$ cat src/ttc_pkg.sv
// shared types and constants for the text terminal cursor engine
package ttc_pkg;

  // depth of the per-item result queue
  localparam int RES_DEPTH = 16;

  // character and control codes
  localparam logic [7:0] CH_BS         = 8'd8;
  localparam logic [7:0] CH_TAB        = 8'd9;
  localparam logic [7:0] CH_LF         = 8'd10;
  localparam logic [7:0] CH_CR         = 8'd13;
  localparam logic [7:0] CH_SPACE      = 8'd32;
  localparam logic [7:0] CH_LAST_PRINT = 8'd127;

  // configuration register indexes
  localparam logic [1:0] REG_WRAP    = 2'd0;
  localparam logic [1:0] REG_SCROLL  = 2'd1;
  localparam logic [1:0] REG_OVERLAY = 2'd2;

  typedef enum logic [1:0] {
    ACT_CHAR         = 2'd0,
    ACT_SET_CURSOR   = 2'd1,
    ACT_CLEAR_SCREEN = 2'd2,
    ACT_READ_CELL    = 2'd3
  } ttc_action_t;

  typedef enum logic [2:0] {
    OP_DRAW       = 3'd0,
    OP_CLEAR_EOL  = 3'd1,
    OP_SCROLL     = 3'd2,
    OP_CLEAR_SCRN = 3'd3,
    OP_CELL_READ  = 3'd4,
    OP_CURSOR     = 3'd5
  } ttc_op_t;

  typedef enum logic [2:0] {
    ST_IDLE,
    ST_DECODE,
    ST_READ,
    ST_PUT,
    ST_FILL,
    ST_DOWN,
    ST_LINE_HOME,
    ST_DRAIN
  } ttc_state_t;

  typedef struct packed {
    ttc_action_t action;
    logic [7:0]  char_code;
    logic [7:0]  col;
    logic [7:0]  row;
  } ttc_cmd_t;

  typedef struct packed {
    ttc_op_t    op;
    logic [7:0] cell_col;
    logic [7:0] cell_row;
    logic [7:0] cell_char;
    logic       clear_background;
    logic       last;
    logic [7:0] cursor_col;
    logic [7:0] cursor_row;
  } ttc_res_t;

  // draw command before the final cursor is known
  typedef struct packed {
    ttc_op_t    op;
    logic [7:0] col;
    logic [7:0] row;
    logic [7:0] ch;
    logic       bg;
  } ttc_entry_t;

  // page store access, logical row and column
  typedef struct packed {
    logic       wr;
    logic       unblank;
    logic       scroll;
    logic       clear_all;
    logic [7:0] row;
    logic [7:0] col;
    logic [7:0] ch;
  } ttc_page_req_t;

endpackage

$ cat src/ttc_result_queue.sv
// result queue and output register, attaches final cursor and last flag
module ttc_result_queue (
  input  logic                clk,
  input  logic                rst,
  input  logic                push,
  input  ttc_pkg::ttc_entry_t entry,
  input  logic                drain,
  input  logic [7:0]          cursor_col,
  input  logic [7:0]          cursor_row,
  input  logic                res_stall,
  output logic                res_valid,
  output ttc_pkg::ttc_res_t   res,
  output logic                drain_done
);

  localparam int IW = $clog2(ttc_pkg::RES_DEPTH);
  localparam int CW = $clog2(ttc_pkg::RES_DEPTH + 1);

  ttc_pkg::ttc_entry_t slots [ttc_pkg::RES_DEPTH];
  logic [CW-1:0]       cnt;
  logic [IW-1:0]       rd;
  ttc_pkg::ttc_entry_t cur;
  logic                is_last;
  logic                load;

  always_comb begin
    if (cnt == '0) begin
      cur    = '0;
      cur.op = ttc_pkg::OP_CURSOR;
    end else begin
      cur = slots[rd];
    end
    is_last    = (cnt == '0) || (CW'(rd) == cnt - CW'(1));
    load       = drain && (!res_valid || !res_stall);
    drain_done = load && is_last;
  end

  always_ff @(posedge clk) begin
    if (push) begin
      slots[cnt[IW-1:0]] <= entry;
    end
    if (load) begin
      res.op               <= cur.op;
      res.cell_col         <= cur.col;
      res.cell_row         <= cur.row;
      res.cell_char        <= cur.ch;
      res.clear_background <= cur.bg;
      res.last             <= is_last;
      res.cursor_col       <= cursor_col;
      res.cursor_row       <= cursor_row;
    end
  end

  always_ff @(posedge clk) begin
    if (rst) begin
      cnt       <= '0;
      rd        <= '0;
      res_valid <= 1'b0;
    end else begin
      if (drain_done) begin
        cnt <= '0;
        rd  <= '0;
      end else begin
        if (push) begin
          cnt <= cnt + CW'(1);
        end
        if (load) begin
          rd <= rd + IW'(1);
        end
      end
      if (load) begin
        res_valid <= 1'b1;
      end else if (!res_stall) begin
        res_valid <= 1'b0;
      end
    end
  end

endmodule

$ cat config.mk
export PLATFORM = sky130hd
export DESIGN_NAME = ttc_result_queue
export DESIGN_NICKNAME = d
export VERILOG_FILES = /design/src/ttc_pkg.sv /design/src/ttc_result_queue.sv
export SDC_FILE = /design/constraint.sdc
export NUM_CORES = 1
export LEC_CHECK = 0
export ABC_AREA = 0
export ABC_CLOCK_PERIOD_IN_PS = 3050
export BUFFER_PORTS_ARGS = -buffer_cell sky130_fd_sc_hd__buf_2
export CORE_ASPECT_RATIO = 0.7
export CORE_MARGIN = 1
export CORE_UTILIZATION = 49
export CTS_CLUSTER_DIAMETER = 150
export CTS_CLUSTER_SIZE = 25
export DETAILED_ROUTE_END_ITERATION = 10
export GPL_TIMING_DRIVEN = 0
export PLACE_DENSITY = 0.69
export REMOVE_ABC_BUFFERS = 1
export SLEW_MARGIN = 10
export SYNTH_ARGS = -nofsm -noshare
export SYNTH_HDL_FRONTEND = slang
export SYNTH_SLANG_ARGS = --single-unit
$ cat constraint.sdc
create_clock -name clk -period 3.05 [get_ports clk]
set_input_delay 0.1525 -clock clk [delete_from_list [all_inputs] [get_ports clk]]
set_output_delay 0.1525 -clock clk [all_outputs]
set_load 0.01 [all_outputs]
== Yosys cells after proc, flatten, opt, wreduce, memory -nomap -nowiden ==
Memories as Yosys holds them, arrays and structs flattened. A register that Yosys moved wholly into a read port is not among the register bits.
Cells that the tools add are included.
Operators by class
  equality and inequality tests: 2
  $lt $le $gt $ge: 0
  reductions and logical operators: 8
  add/sub/neg operators: 3
  bitwise logic cells: 0
  muxes and demuxes: 4
  multipliers: 0
  shifts and indexed selects: 0
  divide/modulo/power cells: 0
Operator list (count)
  5-bit by 1-bit adder with 5-bit output (second input constant): 1
  4-bit by 5-bit equality test with 1-bit output: 1
  5-bit logical NOT: 1
  5-bit by 1-bit subtractor with 5-bit output (second input constant): 1
  4-bit by 1-bit adder with 4-bit output (second input constant): 1
  1-bit 2-to-1 mux: 4
  1-bit logical AND: 2
  1-bit logical NOT: 2
  1-bit logical OR: 2
  2-bit by 1-bit inequality test with 1-bit output (second input constant): 1
  2-bit OR reduction: 1
Word-level totals
  ROM bits: 0
  memories: 1
  input port bits: 49
  logic and storage cells: 24
  latch bits: 0
  RAM bits: 448
  bits in registers: 27
  output and inout port bits: 47
Memories
  slots: words 16, width 28, rd ports 1, clocked after memory_dff 1, wr ports 1, line ttc_result_queue.sv:19  | ttc_pkg::ttc_entry_t slots [ttc_pkg::RES_DEPTH];

== Logic depth before layout (Yosys ltp) ==
  word-level depth: 5
  gate-level depth with buffers: 8
  depth with buffers taken out: 6

== Worst setup path after synthesis ==
OpenSTA, ideal clock, no wires.
  path type: reg2reg
  start: register cnt[2]
  end: memory slots[5][0] (netlist name) (enable)
  data arrival time: 2.790 ns
  path buffers: 1
  data required time: 2.596 ns
  clock period less this slack: 3.244 ns
  cell stages (with the launch flop): 4
  path slack: -0.194 ns
  cells stage by stage: dfxtp_1 buf_2 nand2_1 nor3b_1
RTL lines
  start, declared: line ttc_result_queue.sv:20  | logic [CW-1:0] cnt;
  start signal, assigned: line ttc_result_queue.sv:65  | cnt <= cnt + CW'(1);
  end, declared: line ttc_result_queue.sv:19
No word-level cell before the write port.

== Worst setup path in the final report ==
  start: register cnt[0]
  end: output port drain_done
On the way
  cells in the longest elaborated chain, start to end: 4
  elaborated cells on any way between the ends: 5
RTL lines
  5-bit by 1-bit subtractor with 5-bit output: line ttc_result_queue.sv:33  | is_last = (cnt == '0) || (CW'(rd) == cnt - CW'(1));
  4-bit by 5-bit equality test with 1-bit output: line ttc_result_queue.sv:33
  1-bit logical OR (*): line ttc_result_queue.sv:33
  1-bit logical AND (*): line ttc_result_queue.sv:35  | drain_done = load && is_last;
  end, declared: line ttc_result_queue.sv:13  | output logic drain_done
Mark *: on every way between the ends. The rest lies on a longest branch, timed or not.

==> impl_metrics.ini <==
[clocking]
clk_latency_ns = 0.57
numClockSinks = 503
cts-buffers-inserted = 24
cts_tree = done
root_buffer = clkbuf_16
cts_resized = 0
htree_levels = 1
path_clk_slew_ns = 0.10
clock_path_buffers = 3
cts_setup_buffers = 0

[cells_and_area]
final_common_cell = edfxtp_1
drive_above_1_share = 0.297
nets = 1034
final_cell_area_sq_um = 21800
num_antenna_cells = 0
final_cell_mix = 493 x edfxtp_1, 112 x mux4_2, 95 x buf_2
synthToLayoutAreaGrowth_pct = 14.1
fin_cells = 1515

[floorplan]
start_util = 0.497
die_h_um = 167
die_area_sq_um = 39700
core_sq_um = 38400
dieWidth_um = 238
rows = 60
io_pins = 96

[worst_hold_path]
hp-class = input pin to flop
hold_start = drain

[sta]
slew_headroom = 0.434
period_needed_ns = 2.90
worstMarginPinSlew_ns = 0.849
rsz0062_at_grt = no
fmaxAchievable_ghz = 0.344
period_share = 0.952
setup_violations = 0
finClkSkew_ns = 0.0251
hold_viol = 0
drv_slew = 0

[pwr]
p_leak_nw = 6.67
peakVddDrop_v = 0.000415
power_density_nw_per_um2 = 547

[placed_design]
placedCellCount = 1433
dp_hpwl_mm = 20.5
dpl_cell_area_sq_um = 20600
numPortBuffers = 95
gp_congestion = 0.696

[global_route]
first_global_vias = 8716
grt_overflow = 0
antenna_found_initial = 1
grt_usage = 0.187
grt_max_degree = 54
grt_pass1_wl_mm = 54.8

[setup_path]
cp.arrival_ns = 2.75
critPathLaunchType = flop
endpoint_kind = output pin
startpoint = cnt[0]
rr_startpoint = rd[0]
crit_path_max_fanout = 7
crit_required_ns = 2.90
crit_type = flop to output pin

[routing]
drc = 0
via_per_inst = 5.67
wirelength_mm = 36.4
drtAntennaViolNets = 0
vias = 8585
dr.pass1.iters = 5
drtIter0Drc = 844
wire_per_inst_um = 24.0

[synth]
yosysTopAreaCell = edfxtp_1
synth_warnings = 0
netlist_area_sq_um = 19100
synth.yosys.seq_area_share = 0.787
syn_inst = 819
synth_area_leaders = edfxtp_1 78%, mux4_2 13%, mux2i_1 2.8%, dfxtp_1 1.1%, o22ai_1 0.85%
synth_top_area_frac = 0.777
ys_seq_elements = 503
syn_avg_cell_area_sq_um = 23.3
synth_cell_types = 37

[outcome]
status = finished, final reports clean

[flow_run]
drv_cap = 0
[per-stage QoR]
step                      TNS, ns  setup WS (ns)  utilization  total power, mW  hold WS [ns]
final                           0          0.145        0.567             11.9        0.0900
after global routing            0         0.0250        0.567             12.2         0.136
after CTS                       0          0.130        0.567             12.0        0.0682
after detailed placement        0          0.256        0.537             8.47         0.331
after global placement    -453.57          -4.91        0.521             8.46         0.328
after floorplan           -124.74          -3.06            -             8.22         0.225
[cells by family after synthesis]
group / share of synthesized area
buf+inv: 0.0122
mux: 0.163
flops: 0.787
simple gates: 0.0152
fa+ha+maj: 0.00394
xor+xnor: 0.00505
compound gates: 0.0138
[routing by layer]
metal,up-vias,GRT usage,share of wire
met1,4554,0.275,0.45
met2,226,0.304,0.49
met5,-,0,0.00030
met3,43,0.0275,0.049
li1,3760,-,-
met4,2,0.0309,0.015
[registers in the layout, summed over array words and instances (netlist names)]
signal / cells
res_valid: 1
cnt: 5
slots: 448
rd: 4
res: 45
[synth_stat cells, drive strengths merged]
cell type	n
edfxtp	493
mux4	112
mux2i	53
buf	32
o22ai	26
dfxtp	10
nor3	9
clkbuf	8
and2	7
nand2	7
xor2	7
ha	6
and3	5
mux2	4
nor2	4
xnor2	4
inv	3
nand2b	3
nand3b	3
nand4b	3
nor3b	3
a21o	2
nand4	2
o21ai	2
o22a	2
a2111oi	1
a211oi	1
a21oi	1
nor2b	1
o21a	1
o32a	1
or2	1
or3	1
or4	1
[cell type report]
class	count	area, sq um
tap	527	659
fill	2741	16600
clock buffer	34	659
sequential	503	15000
timing repair buffer	174	1510
inverter	3	13.8
clock inverter	1	30.0
multi-input combinational	273	3870
[where the power goes]
group,switching (mW),internal (mW)
sequential,0.0384,7.69
combinational,0.337,0.286
clock,2.02,1.53
[worst paths after layout]
| check | to | slack [ns] | cells after the start |
|---|---|---|---|
| max reg2reg | res[43] | 0.31 | 6 |
| max | drain_done | 0.15 | 7 |
| min | rd[1] | 0.09 | 4 |
| min reg2reg | rd[3] | 0.62 | 2 |
[worst max-delay path, stage by stage, from the launching register on]
cell and delay, ns:
dfxtp_1 0.51, inv_1 0.14, ha_1 0.28, xor2_1 0.16
o32a_1 0.35, a211oi_1 0.45, o21a_1 0.16, buf_2 0.12
[repair_timing]
item / 4_1_cts / 5_1_grt
hold buffers: 47 / 0
endpoints found under the hold margin: 469 / 0
endpoints found under the setup margin: 0 / 0
(Power assumes the default switching activity.)
